==> src/rtl/kwt_pkg.sv <==
`default_nettype none

package kwt_pkg;

    localparam int POSITION_WIDTH = 16;
    localparam int KEYWORD_COUNT  = 8;
    localparam int KW_USED        = (KEYWORD_COUNT < 8) ? KEYWORD_COUNT : 8;
    localparam int FIFO_DEPTH     = 4;
    localparam int FIFO_PTR_W     = $clog2(FIFO_DEPTH);
    localparam int FIFO_CNT_W     = FIFO_PTR_W + 1;

    localparam logic [3:0] KIND_END     = 4'd0;
    localparam logic [3:0] KIND_COMMA   = 4'd1;
    localparam logic [3:0] KIND_COLON   = 4'd2;
    localparam logic [3:0] KIND_SEMI    = 4'd3;
    localparam logic [3:0] KIND_LBRACE  = 4'd4;
    localparam logic [3:0] KIND_RBRACE  = 4'd5;
    localparam logic [3:0] KIND_KEYWORD = 4'd6;
    localparam logic [3:0] KIND_NAME    = 4'd7;
    localparam logic [3:0] KIND_STRING  = 4'd8;

    localparam logic [3:0] NOT_KEYWORD = 4'd8;

    localparam logic [1:0] ERR_NONE      = 2'd0;
    localparam logic [1:0] ERR_UNDEFINED = 2'd1;
    localparam logic [1:0] ERR_NEWLINE   = 2'd2;
    localparam logic [1:0] ERR_EOF_STR   = 2'd3;

    // keyword text, right aligned, first character in the highest used byte
    localparam logic [63:0] KW_TEXT [8] = '{
        64'("static"), 64'("scene"), 64'("shaders"), 64'("meshes"),
        64'("cbuffers"), 64'("textures"), 64'("name"), 64'("names")
    };
    localparam logic [3:0] KW_LEN [8] = '{
        4'd6, 4'd5, 4'd7, 4'd6, 4'd8, 4'd8, 4'd4, 4'd5
    };

    typedef enum logic [2:0] {
        MODE_IDLE   = 3'd0,
        MODE_IDENT  = 3'd1,
        MODE_STRING = 3'd2,
        MODE_SLASH  = 3'd3,
        MODE_LINE   = 3'd4,
        MODE_BLOCK  = 3'd5,
        MODE_BSTAR  = 3'd6
    } scan_mode_t;

    typedef logic [POSITION_WIDTH-1:0] pos_t;

    typedef struct packed {
        logic       last;
        logic [1:0] err;
        logic [15:0] len;
        logic [15:0] col;
        logic [15:0] line;
        logic [3:0] kw_id;
        logic [3:0] kind;
    } result_t;

    typedef struct packed {
        logic [1:0] cnt;
        result_t    first;
        result_t    second;
    } push_t;

    function automatic pos_t sat_inc(input pos_t v);
        return (v != '1) ? pos_t'(v + 1'b1) : v;
    endfunction

    function automatic logic [15:0] out16(input pos_t v);
        logic [31:0] w;
        w = 32'(v);
        return w[15:0];
    endfunction

    function automatic logic is_space(input logic [7:0] c);
        return (c == 8'h20) || (c >= 8'h09 && c <= 8'h0D);
    endfunction

    function automatic logic is_alpha(input logic [7:0] c);
        return (c >= 8'h61 && c <= 8'h7A) || (c >= 8'h41 && c <= 8'h5A);
    endfunction

    function automatic logic is_ident(input logic [7:0] c);
        return is_alpha(c) || (c >= 8'h30 && c <= 8'h39) || (c == 8'h5F);
    endfunction

    function automatic logic [7:0] kw_char(input int k, input logic [2:0] p);
        int idx;
        idx = int'(KW_LEN[k]) - 1 - int'(p);
        if (idx < 0)
        begin
            return 8'h00;
        end
        return KW_TEXT[k][idx*8 +: 8];
    endfunction

    // narrow the candidate mask by byte c at token position pos
    function automatic logic [7:0] kw_match(input logic [7:0] cand, input pos_t pos,
                                            input logic [7:0] c);
        logic [7:0] m;
        logic       in_range;
        m = cand;
        for (int k = 0; k < KW_USED; k++)
        begin
            in_range = (pos < pos_t'(KW_LEN[k]));
            if (!(cand[k] && in_range && (kw_char(k, pos[2:0]) == c)))
            begin
                m[k] = 1'b0;
            end
        end
        return m;
    endfunction

    function automatic logic [3:0] kw_lookup(input logic [7:0] cand, input pos_t count);
        logic [3:0] id;
        id = NOT_KEYWORD;
        for (int k = KW_USED - 1; k >= 0; k--)
        begin
            if (cand[k] && (count == pos_t'(KW_LEN[k])))
            begin
                id = 4'(k);
            end
        end
        return id;
    endfunction

endpackage

`default_nettype wire

==> src/rtl/keyword_tokenizer_unit.sv <==
// channel | dir | signals                                       | payload
// s_axis  | in  | tvalid, tready, tdata[7:0]                    | text_byte
// m_axis  | out | tvalid, tready, tdata[55:0], tuser[3:0], tlast | token fields, last_of_run
//
// a byte is taken into an input register, scanned combinationally and its results
// written to a four-entry result queue; one byte per cycle while the queue has room
// a byte that closes an identifier yields up to two results, the identifier and its own token
// the input register moves on only when the queue has two free entries
// rst_n clears the scanner to line 1, column 1 and empties the queue
`default_nettype none

module keyword_tokenizer_unit (
    input  wire logic        clk,
    input  wire logic        rst_n,
    input  wire logic        s_axis_tvalid,
    output logic             s_axis_tready,
    input  wire logic [7:0]  s_axis_tdata,   // [7:0] text_byte
    output logic             m_axis_tvalid,
    input  wire logic        m_axis_tready,
    output logic [55:0]      m_axis_tdata,   // [3:0] kw_index, [19:4] line_number,
                                             // [35:20] column_number, [51:36] token_length,
                                             // [53:52] error_code
    output logic [3:0]       m_axis_tuser,   // [3:0] tok_class
    output logic             m_axis_tlast    // last_of_run
);

    logic             byte_valid_reg, byte_valid_next;
    logic [7:0]       byte_reg;
    logic             step, room, in_accept;
    kwt_pkg::push_t   push;
    kwt_pkg::result_t head;

    assign step          = byte_valid_reg && room;
    assign s_axis_tready = !byte_valid_reg || step;
    assign in_accept     = s_axis_tvalid && s_axis_tready;

    always_comb
    begin
        byte_valid_next = in_accept || (byte_valid_reg && !step);
    end

    always_ff @(posedge clk or negedge rst_n)
    begin
        if (!rst_n)
        begin
            byte_valid_reg <= 1'b0;
        end
        else
        begin
            byte_valid_reg <= byte_valid_next;
        end
    end

    always_ff @(posedge clk)
    begin
        if (in_accept)
        begin
            byte_reg <= s_axis_tdata;
        end
    end

    kwt_scan u_scan (
        .clk       (clk),
        .rst_n     (rst_n),
        .step      (step),
        .text_byte (byte_reg),
        .push      (push)
    );

    kwt_result_fifo u_fifo (
        .clk        (clk),
        .rst_n      (rst_n),
        .push       (push),
        .pop_ready  (m_axis_tready),
        .head       (head),
        .head_valid (m_axis_tvalid),
        .room       (room)
    );

    assign m_axis_tdata = {2'b0, head.err, head.len, head.col, head.line, head.kw_id};
    assign m_axis_tuser = head.kind;
    assign m_axis_tlast = head.last;

`ifndef NO_ASSERTIONS
    a_hold_when_full: assert property (@(posedge clk) disable iff (!rst_n)
        byte_valid_reg && !room |-> !s_axis_tready)
        else $error("input taken while the held byte cannot be scanned");
`endif

endmodule

`default_nettype wire

==> src/rtl/kwt_scan.sv <==
`default_nettype none

module kwt_scan (
    input  wire logic          clk,
    input  wire logic          rst_n,
    input  wire logic          step,
    input  wire logic [7:0]    text_byte,
    output kwt_pkg::push_t     push
);

    localparam logic [7:0] CH_NUL    = 8'h00;
    localparam logic [7:0] CH_LF     = 8'h0A;
    localparam logic [7:0] CH_QUOTE  = 8'h22;
    localparam logic [7:0] CH_STAR   = 8'h2A;
    localparam logic [7:0] CH_COMMA  = 8'h2C;
    localparam logic [7:0] CH_SLASH  = 8'h2F;
    localparam logic [7:0] CH_COLON  = 8'h3A;
    localparam logic [7:0] CH_SEMI   = 8'h3B;
    localparam logic [7:0] CH_UNDER  = 8'h5F;
    localparam logic [7:0] CH_LBRACE = 8'h7B;
    localparam logic [7:0] CH_RBRACE = 8'h7D;

    kwt_pkg::scan_mode_t mode_reg, mode_next, mode_eff;
    kwt_pkg::pos_t       line_reg, line_next;
    kwt_pkg::pos_t       col_reg, col_next;
    kwt_pkg::pos_t       start_reg, start_next;
    kwt_pkg::pos_t       count_reg, count_next;
    logic [7:0]          cand_reg, cand_next;

    kwt_pkg::result_t res_a, res_b;
    logic             a_vld, b_vld;
    logic             handled, adv, clr;
    logic [3:0]       id;

    function automatic kwt_pkg::result_t make_res(input logic [3:0] kind,
                                                  input logic [3:0] kw_id,
                                                  input kwt_pkg::pos_t line,
                                                  input kwt_pkg::pos_t col,
                                                  input kwt_pkg::pos_t len,
                                                  input logic [1:0] err);
        kwt_pkg::result_t r;
        r.last  = 1'b0;
        r.err   = err;
        r.len   = kwt_pkg::out16(len);
        r.col   = kwt_pkg::out16(col);
        r.line  = kwt_pkg::out16(line);
        r.kw_id = kw_id;
        r.kind  = kind;
        return r;
    endfunction

    always_comb
    begin
        mode_next  = mode_reg;
        line_next  = line_reg;
        col_next   = col_reg;
        start_next = start_reg;
        count_next = count_reg;
        cand_next  = cand_reg;
        mode_eff   = mode_reg;
        res_a      = '0;
        res_b      = '0;
        a_vld      = 1'b0;
        b_vld      = 1'b0;
        handled    = 1'b0;
        adv        = 1'b0;
        clr        = 1'b0;
        id         = kwt_pkg::kw_lookup(cand_reg, count_reg);

        if (mode_reg == kwt_pkg::MODE_IDENT)
        begin
            if (kwt_pkg::is_ident(text_byte))
            begin
                cand_next  = kwt_pkg::kw_match(cand_reg, count_reg, text_byte);
                count_next = kwt_pkg::sat_inc(count_reg);
                handled    = 1'b1;
                adv        = 1'b1;
            end
            else
            begin
                a_vld     = 1'b1;
                res_a     = make_res((id == kwt_pkg::NOT_KEYWORD) ? kwt_pkg::KIND_NAME
                                                                  : kwt_pkg::KIND_KEYWORD,
                                     id, line_reg, start_reg, count_reg, kwt_pkg::ERR_NONE);
                mode_eff  = kwt_pkg::MODE_IDLE;
                mode_next = kwt_pkg::MODE_IDLE;
            end
        end

        if (!handled)
        begin
            case (mode_eff)
                kwt_pkg::MODE_STRING:
                begin
                    if (text_byte == CH_NUL)
                    begin
                        b_vld = 1'b1;
                        res_b = make_res(kwt_pkg::KIND_END, kwt_pkg::NOT_KEYWORD, line_reg,
                                         col_reg - 1'b1, '0, kwt_pkg::ERR_EOF_STR);
                        clr   = 1'b1;
                    end
                    else if (text_byte == CH_LF)
                    begin
                        b_vld = 1'b1;
                        res_b = make_res(kwt_pkg::KIND_END, kwt_pkg::NOT_KEYWORD, line_reg,
                                         col_reg - 1'b1, '0, kwt_pkg::ERR_NEWLINE);
                        clr   = 1'b1;
                    end
                    else
                    begin
                        count_next = kwt_pkg::sat_inc(count_reg);
                        if (text_byte == CH_QUOTE)
                        begin
                            b_vld     = 1'b1;
                            res_b     = make_res(kwt_pkg::KIND_STRING, kwt_pkg::NOT_KEYWORD,
                                                 line_reg, start_reg,
                                                 kwt_pkg::sat_inc(count_reg),
                                                 kwt_pkg::ERR_NONE);
                            mode_next = kwt_pkg::MODE_IDLE;
                        end
                        adv = 1'b1;
                    end
                end
                kwt_pkg::MODE_SLASH:
                begin
                    if (text_byte == CH_SLASH)
                    begin
                        mode_next = kwt_pkg::MODE_LINE;
                        adv       = 1'b1;
                    end
                    else if (text_byte == CH_STAR)
                    begin
                        mode_next = kwt_pkg::MODE_BLOCK;
                        adv       = 1'b1;
                    end
                    else
                    begin
                        b_vld = 1'b1;
                        res_b = make_res(kwt_pkg::KIND_END, kwt_pkg::NOT_KEYWORD, line_reg,
                                         start_reg - 1'b1, '0, kwt_pkg::ERR_UNDEFINED);
                        clr   = 1'b1;
                    end
                end
                kwt_pkg::MODE_LINE:
                begin
                    if (text_byte == CH_NUL)
                    begin
                        b_vld = 1'b1;
                        res_b = make_res(kwt_pkg::KIND_END, kwt_pkg::NOT_KEYWORD, line_reg,
                                         col_reg, '0, kwt_pkg::ERR_NONE);
                        clr   = 1'b1;
                    end
                    else
                    begin
                        if (text_byte == CH_LF)
                        begin
                            mode_next = kwt_pkg::MODE_IDLE;
                        end
                        adv = 1'b1;
                    end
                end
                kwt_pkg::MODE_BLOCK, kwt_pkg::MODE_BSTAR:
                begin
                    if (text_byte == CH_NUL)
                    begin
                        b_vld = 1'b1;
                        res_b = make_res(kwt_pkg::KIND_END, kwt_pkg::NOT_KEYWORD, line_reg,
                                         col_reg, '0, kwt_pkg::ERR_NONE);
                        clr   = 1'b1;
                    end
                    else
                    begin
                        if (mode_eff == kwt_pkg::MODE_BSTAR && text_byte == CH_SLASH)
                        begin
                            mode_next = kwt_pkg::MODE_IDLE;
                        end
                        else if (text_byte == CH_STAR)
                        begin
                            mode_next = kwt_pkg::MODE_BSTAR;
                        end
                        else
                        begin
                            mode_next = kwt_pkg::MODE_BLOCK;
                        end
                        adv = 1'b1;
                    end
                end
                default:
                begin
                    if (kwt_pkg::is_space(text_byte))
                    begin
                        adv = 1'b1;
                    end
                    else if (kwt_pkg::is_alpha(text_byte) || text_byte == CH_UNDER)
                    begin
                        mode_next  = kwt_pkg::MODE_IDENT;
                        start_next = col_reg;
                        cand_next  = kwt_pkg::kw_match(8'hFF, '0, text_byte);
                        count_next = kwt_pkg::pos_t'(1);
                        adv        = 1'b1;
                    end
                    else
                    begin
                        case (text_byte)
                            CH_NUL:
                            begin
                                b_vld = 1'b1;
                                res_b = make_res(kwt_pkg::KIND_END, kwt_pkg::NOT_KEYWORD,
                                                 line_reg, col_reg, '0, kwt_pkg::ERR_NONE);
                                clr   = 1'b1;
                            end
                            CH_COMMA, CH_COLON, CH_SEMI, CH_LBRACE, CH_RBRACE:
                            begin
                                b_vld = 1'b1;
                                res_b = make_res(kwt_pkg::KIND_COMMA, kwt_pkg::NOT_KEYWORD,
                                                 line_reg, col_reg, kwt_pkg::pos_t'(1),
                                                 kwt_pkg::ERR_NONE);
                                case (text_byte)
                                    CH_COLON:  res_b.kind = kwt_pkg::KIND_COLON;
                                    CH_SEMI:   res_b.kind = kwt_pkg::KIND_SEMI;
                                    CH_LBRACE: res_b.kind = kwt_pkg::KIND_LBRACE;
                                    CH_RBRACE: res_b.kind = kwt_pkg::KIND_RBRACE;
                                    default:   res_b.kind = kwt_pkg::KIND_COMMA;
                                endcase
                                adv = 1'b1;
                            end
                            CH_QUOTE:
                            begin
                                mode_next  = kwt_pkg::MODE_STRING;
                                start_next = col_reg;
                                count_next = kwt_pkg::pos_t'(1);
                                adv        = 1'b1;
                            end
                            CH_SLASH:
                            begin
                                mode_next  = kwt_pkg::MODE_SLASH;
                                start_next = col_reg;
                                adv        = 1'b1;
                            end
                            default:
                            begin
                                b_vld = 1'b1;
                                res_b = make_res(kwt_pkg::KIND_END, kwt_pkg::NOT_KEYWORD,
                                                 line_reg, col_reg - 1'b1, '0,
                                                 kwt_pkg::ERR_UNDEFINED);
                                clr   = 1'b1;
                            end
                        endcase
                    end
                end
            endcase
        end

        if (adv)
        begin
            if (text_byte == CH_LF)
            begin
                line_next = kwt_pkg::sat_inc(line_reg);
                col_next  = kwt_pkg::pos_t'(1);
            end
            else
            begin
                col_next = kwt_pkg::sat_inc(col_reg);
            end
        end

        if (clr)
        begin
            mode_next  = kwt_pkg::MODE_IDLE;
            line_next  = kwt_pkg::pos_t'(1);
            col_next   = kwt_pkg::pos_t'(1);
            start_next = '0;
            count_next = '0;
            cand_next  = 8'hFF;
        end

        if (b_vld)
        begin
            res_b.last = 1'b1;
        end
        else
        begin
            res_a.last = 1'b1;
        end

        push.cnt    = step ? (2'(a_vld) + 2'(b_vld)) : 2'd0;
        push.first  = a_vld ? res_a : res_b;
        push.second = res_b;
    end

    always_ff @(posedge clk or negedge rst_n)
    begin
        if (!rst_n)
        begin
            mode_reg  <= kwt_pkg::MODE_IDLE;
            line_reg  <= kwt_pkg::pos_t'(1);
            col_reg   <= kwt_pkg::pos_t'(1);
            start_reg <= '0;
            count_reg <= '0;
            cand_reg  <= 8'hFF;
        end
        else if (step)
        begin
            mode_reg  <= mode_next;
            line_reg  <= line_next;
            col_reg   <= col_next;
            start_reg <= start_next;
            count_reg <= count_next;
            cand_reg  <= cand_next;
        end
    end

`ifndef NO_ASSERTIONS
    a_end_restarts: assert property (@(posedge clk) disable iff (!rst_n)
        step && b_vld && res_b.kind == kwt_pkg::KIND_END
        |=> mode_reg == kwt_pkg::MODE_IDLE && line_reg == kwt_pkg::pos_t'(1))
        else $error("end or error did not restart the scanner");

    a_ident_closes: assert property (@(posedge clk) disable iff (!rst_n)
        step && mode_reg == kwt_pkg::MODE_IDENT && !kwt_pkg::is_ident(text_byte)
        |=> mode_reg != kwt_pkg::MODE_IDENT)
        else $error("identifier did not close on a non-identifier byte");

    a_line_nonzero: assert property (@(posedge clk) disable iff (!rst_n)
        line_reg != '0 && col_reg != '0)
        else $error("line or column count reached zero");
`endif

endmodule

`default_nettype wire

==> src/rtl/kwt_result_fifo.sv <==
`default_nettype none

module kwt_result_fifo (
    input  wire logic                           clk,
    input  wire logic                           rst_n,
    input  wire kwt_pkg::push_t                 push,
    input  wire logic                           pop_ready,
    output kwt_pkg::result_t                    head,
    output logic                                head_valid,
    output logic                                room
);

    kwt_pkg::result_t mem [kwt_pkg::FIFO_DEPTH];

    logic [kwt_pkg::FIFO_PTR_W-1:0] wr_ptr_reg, wr_ptr_next;
    logic [kwt_pkg::FIFO_PTR_W-1:0] rd_ptr_reg, rd_ptr_next;
    logic [kwt_pkg::FIFO_CNT_W-1:0] count_reg, count_next;
    logic                           pop;

    assign head_valid = (count_reg != '0);
    assign head       = mem[rd_ptr_reg];
    assign pop        = head_valid && pop_ready;
    // two free entries cover the largest request from one byte
    assign room       = (count_reg <= kwt_pkg::FIFO_CNT_W'(kwt_pkg::FIFO_DEPTH - 2));

    always_comb
    begin
        wr_ptr_next = wr_ptr_reg + kwt_pkg::FIFO_PTR_W'(push.cnt);
        rd_ptr_next = rd_ptr_reg + kwt_pkg::FIFO_PTR_W'(pop);
        count_next  = count_reg + kwt_pkg::FIFO_CNT_W'(push.cnt)
                      - kwt_pkg::FIFO_CNT_W'(pop);
    end

    always_ff @(posedge clk)
    begin
        if (push.cnt != 2'd0)
        begin
            mem[wr_ptr_reg] <= push.first;
        end
        if (push.cnt == 2'd2)
        begin
            mem[wr_ptr_reg + 1'b1] <= push.second;
        end
    end

    always_ff @(posedge clk or negedge rst_n)
    begin
        if (!rst_n)
        begin
            wr_ptr_reg <= '0;
            rd_ptr_reg <= '0;
            count_reg  <= '0;
        end
        else
        begin
            wr_ptr_reg <= wr_ptr_next;
            rd_ptr_reg <= rd_ptr_next;
            count_reg  <= count_next;
        end
    end

`ifndef NO_ASSERTIONS
    a_no_overflow: assert property (@(posedge clk) disable iff (!rst_n)
        push.cnt != 2'd0 |-> room)
        else $error("result queue written without room");

    a_count_bound: assert property (@(posedge clk) disable iff (!rst_n)
        count_reg <= kwt_pkg::FIFO_CNT_W'(kwt_pkg::FIFO_DEPTH))
        else $error("result queue count out of range");
`endif

endmodule

`default_nettype wire
==> config.mk <==
export PLATFORM = sky130hd
export DESIGN_NAME = keyword_tokenizer_unit
export DESIGN_NICKNAME = d
export VERILOG_FILES = /design/src/rtl/kwt_pkg.sv /design/src/rtl/keyword_tokenizer_unit.sv /design/src/rtl/kwt_scan.sv /design/src/rtl/kwt_result_fifo.sv
export SDC_FILE = /design/constraint.sdc
export NUM_CORES = 1
export LEC_CHECK = 0
export BUFFER_PORTS_ARGS = -buffer_cell sky130_fd_sc_hd__clkbuf_2
export CAP_MARGIN = 10
export CORE_MARGIN = 1
export CORE_UTILIZATION = 55
export DETAILED_ROUTE_END_ITERATION = 12
export GPL_ROUTABILITY_DRIVEN = 0
export PLACE_DENSITY = 0.69
export SYNTH_ARGS = -nofsm -noshare
export SYNTH_HDL_FRONTEND = slang
export SYNTH_SLANG_ARGS = --single-unit
==> constraint.sdc <==
create_clock -name clk -period 9.1 [get_ports clk]
set_input_delay 0.91 -clock clk [delete_from_list [all_inputs] [get_ports clk]]
set_output_delay 0.91 -clock clk [all_outputs]
set_load 0.05 [all_outputs]
Word-level counts from Yosys, hierarchy flattened --
Memory sizes are Yosys's and may differ from the RTL's. Index checks and enable logic that the tools add are counted. Widths: inputs -> output; s select.
Word-level totals: memories 1, bits in registers 91, word-level logic and storage cells 328, bits of input ports 12, output and inout bits 63, bits in writable memories 236
Memories:
- u_fifo.mem | depth 4, width 59, rd ports 1, clocked after Yosys merged registers in 0, wr ports 2, RTL line kwt_result_fifo.sv:13 | kwt_pkg::result_t mem [kwt_pkg::FIFO_DEPTH];
Cells by class: $lt $le $gt $ge 19, $add $sub $neg 16, reductions and logical operators 60, shift operators 8, mux-type cells 170, equality and inequality tests 43
Operator list (count):
- $shiftx 64x32->8 const A | 8
- $mux 59 | 8
- $mux 16 | 24
- $mux 8 | 36
- $pmux 59 s3 | 1
- $pmux 57 s3 | 1
- $lt 32x1->1 const B | 5
- $mux 56 | 2
- $eq 16x3->1 const B | 4
- $eq 8x8->1 | 8
- $lt 16x3->1 const B | 4
- $mux 1 | 64
- $mux 57 | 1
- $eq 8x6->1 const B | 7
- $add 16x1->16 const B | 3
- $ne 16x16->1 const B | 3
- $mux 3 | 15
- $eq 7x8->1 const A | 5
- $mux 40 | 1
- $logic_and 1x1->1 | 33
- $mux 4 | 8
- $pmux 16 s2 | 1
- $sub 16x1->16 const B | 2
- $eq 8x7->1 const B | 3
- other kinds (42) | 69

Logic depth before layout (Yosys ltp) --
depth after elaboration 20, depth in mapped cells 19, mapped depth without buffers 16

By module --
A second synthesis with hierarchy kept.
Second synthesis, totals: cells, all modules 1813, area, all modules 20527.2 um2
By module, submodules not included:
- kwt_result_fifo | area each 11782.6 um2, cells each 611, seq. area each 7262.0 um2, instances 1
- kwt_scan | area each 8425.6 um2, cells each 1186, seq. area each 1889.3 um2, instances 1
- keyword_tokenizer_unit | area each 319.1 um2, cells each 16, seq. area each 265.3 um2, instances 1

Worst setup path before layout --
No wires, ideal clock.
path kind flip-flop to flip-flop, from register byte_reg[1], to memory u_fifo.mem[0][20] (netlist bit), data pin, clock period less this slack 5.094 ns, cell stages (with the launch flop) 18, path slack 4.006 ns, data arrival time 4.963 ns, path through edfxtp_1 -> buf_2 -> or4_1 -> o22ai_1 -> o32a_2 -> buf_2 -> nand3_2 -> inv_1 -> buf_2 -> buf_2 -> ha_1 -> nand3_1 -> nor3_1 -> nor2_1 -> inv_1 -> o21a_4 -> buf_6 -> and2_1
RTL lines:
- start: declaration | RTL line keyword_tokenizer_unit.sv:28 | logic [7:0] byte_reg;
- start signal: assignment | RTL line keyword_tokenizer_unit.sv:58 | byte_reg <= s_axis_tdata;
- end: declaration | RTL line kwt_result_fifo.sv:13

==> metrics.csv <==
stage,metric,value,unit
setup_path,critical path launch point type,register,
die,core area,34800,um2
logic_synthesis,"EDFF count, synth",232,
logic_synthesis,Synth area leader,edfxtp_1,
placed_design,dpl hpwl,38.6,mm
final_layout,most flop-heavy register,u_fifo.mem,
placed_design,I/O Buffers,72,
routing,DRC viols,0,
final_layout,most frequent cells in the layout,"edfxtp_1 (232), nand2_1 (224), nor2_1 (189)",
logic_synthesis,Mapped Avg Cell Area,9.96,um2
global_routing,grt ovf,0,
global_routing,first-pass GRT wire length,87.7,mm
sta,Final Setup Violations,0,
setup_path,"Max stage delay cell, worst path",edfxtp_1,
sta,Max Freq,0.148,GHz
routing,Pre-antenna DRT Iters,6,
logic_synthesis,"Seq/Total Area, Yosys",47.6,%
logic_synthesis,post-synthesis cell area,19500,um2
clock_tree,clk root buf,clkbuf_16,
final_layout,Filler Cell Count,2812,
routing,post-DR wirelength/cell,23.2,um
final_layout,layout overhead on the synthesized area,9.08,%
clock_tree,CTS tree,yes,
setup_path,worst reg2reg endpoint,u_fifo.mem[2][24],
sta,Slew @ Worst Pin,1.22,ns
clock_tree,Clock Pin Slew Worst Setup and Hold Paths,0.05,ns
final_layout,n_diodes,0,
final_layout,"commonest non-fill, non-tap cell in the layout",edfxtp_1,
sta,skew final,0.0101,ns
setup_path,max incr delay on CP,1.10,ns
global_routing,largest net degree at the start of global routing,68,
clock_tree,clk_lat worst skew,0.54,ns
setup_path,crit path DAT,6.97,ns
die,Initial Util,56.2,%
clock_tree,H-tree levels,2,
clock_tree,cts hold-fix bufs,0,
final_layout,layout cell share with drive strength beyond 1,14.4,%
routing,via count,16400,
routing,WL final,56.8,mm
logic_synthesis,Synth top area share,35.6,%
placed_design,Place WS,2.56,ns
die,die area,36300,um2
final_layout,area of the multi-input gates,9410,um2
setup_path,crit-path max FO,39,
job,maxcap violations,0,
sta,Max-slew headroom,18.1,%
die,overall die height,191,um
routing,Iter 0 DRT Violations,2053,
sta,Final period util,74.2,%
logic_synthesis,Async SR Flop Fraction,25.4,%
setup_path,FF-to-FF path depth,11,
power,Power Dens Cells,315,nW/um2
logic_synthesis,yosys warns,0,
clock_tree,postcts setup bufs,0,
clock_tree,clock sink total,327,
routing,Vias/cell,6.70,
final_layout,number of flip-flops in the largest register,236,
global_routing,initial antenna violation count,0,
setup_path,Worst Path Buf+Inv,3,
logic_synthesis,post-synthesis register bit count,327,
sta,Max Transition Viols Final,0,
sta,Hold WS,0.232,ns
clock_tree,total CTS buffers,37,
final_layout,Sequential Area,9300,um2
sta,final setup TNS,0,ns
sta,post-layout min period,6.75,ns
sta,Final Hold Fails,0,
setup_path,CP required,9.32,ns
hold_path,Tightest Hold Check Type,in2async,
power,leak pwr,7.34,nW
routing,Final ANT Viol Nets,0,
global_routing,vias in the first global route,15300,
setup_path,"CP delay by family, top",simple AND/OR/NAND/NOR gates,
final_layout,final core utilization,61.3,%
setup_path,CP Capture Type,register,
outcome,outcome,"finished, final reports clean",
die,site row count,68,
logic_synthesis,Synth Flop Type,edfxtp_1,
logic_synthesis,Mapped Cells,1963,
sta,final worst setup slack,2.35,ns
setup_path,RR Startpoint,byte_reg[3],
power,VDD IR-drop max,0.253,mV
clock_tree,Resized cells post-CTS,0,
die,Die Wd,191,um
logic_synthesis,Netlist cell types,97,
setup_path,"Critical Path, Cell by Cell",or4_1 > a21oi_1 > o32a_2 > a21oi_2 > or3_1 > inv_4 > ha_1 > nor3_1 > nor2_1 > inv_2 > buf_4,
clock_tree,Max clock buf depth,3,
global_routing,GRT Overall Usage,31.4,%
sta,RSZ-0062 raised after global routing,false,
setup_path,Crit Path Category,reg2reg,
final_layout,Post-layout nets,1995,
die,I/O pin total,75,
setup_path,reg-to-reg setup timing slack,2.35,ns
logic_synthesis,Area contributors post-synth,"edfxtp_1 (36%), dfrtp_1 (9.3%), mux4_2 (6.8%)",
[layout make-up]
type	instances	share of cell area, %
clock buffer	46	4.64
clock inverter	21	0.904
inverter	53	0.945
multi-input combinational	1430	44.1
sequential	327	43.6
tap	455	2.67
timing repair buffer	111	3.10
[cells by family (layout without fill, tap and decap cells)]
group	count (synthesis)	count (layout)	synth area share (%)
AND/OR/NAND/NOR	717	717	17.9
XOR/XNOR	50	50	2.24
other	1	2	0.0192
adder cells (fa/ha/maj)	23	23	1.51
buffers and inverters	207	231	4.40
AO/OA/AOI/OAI	541	541	17.6
multiplexers	97	97	8.78
flip-flops	327	327	47.6
[how the worst max path moves through the flow]
stage           startpoint           endpoint  cells past startpoint
3_3_place_gp   byte_reg[3]  u_fifo.mem[2][26]                     11
2_1_floorplan  byte_reg[1]  u_fifo.mem[0][20]                     17
4_1_cts        byte_reg[3]   u_fifo.mem[2][3]                     11
3_5_place_dp   byte_reg[3]  u_fifo.mem[2][25]                     11
5_1_grt        byte_reg[3]  u_fifo.mem[2][24]                     11
6_report       byte_reg[3]  u_fifo.mem[2][24]                     11
[Yosys cell counts, drive strengths merged (23+ instances only)]
cell	n
nand2	224
mux4	59
edfxtp	232
xnor2	34
buf	50
a31oi	30
nand3	70
nor2	190
o21ai	153
inv	51
and2	30
a21oi	156
clkbuf	104
o22ai	40
nor3	30
nor4	23
nand4	23
dfrtp	73
mux2i	33
[routing by layer]
metal  vias to the layer above  track usage (%)  routed length (um)
met4                         0             10.6                1650
met5                         -                0                   0
met1                      7852             44.0               22700
li1                       7372                -                   -
met2                      1008             49.6               26400
met3                       131             4.97                5990
[worst reg2reg max path, delay by kind of cell (launching register included)]
family	cells	cell delay, ns
fa+ha+maj	1	0.41
flops	1	1.10
buf+inv	3	1.42
compound gates	3	1.63
simple gates	4	1.86
[report_power, final]
group	internal (W)	switching (W)
clock	0.000861	0.000612
combinational	0.000923	0.00219
sequential	0.00193	0.000193
[per-stage QoR]
| step | instances | cell area (um2) | power [W] |
|---|---|---|---|
| 2_1_floorplan | 1964 | 19600 | 0.00442 |
| 3_3_place_gp | 2375 | 20100 | 0.00519 |
| 3_5_place_dp | 2375 | 20100 | 0.00523 |
| 4_1_cts | 2442 | 21300 | 0.00670 |
| 5_1_grt | 2443 | 21300 | 0.00699 |
| 6_report | 2443 | 21300 | 0.00671 |
Power figures use the tool's default switching activity.
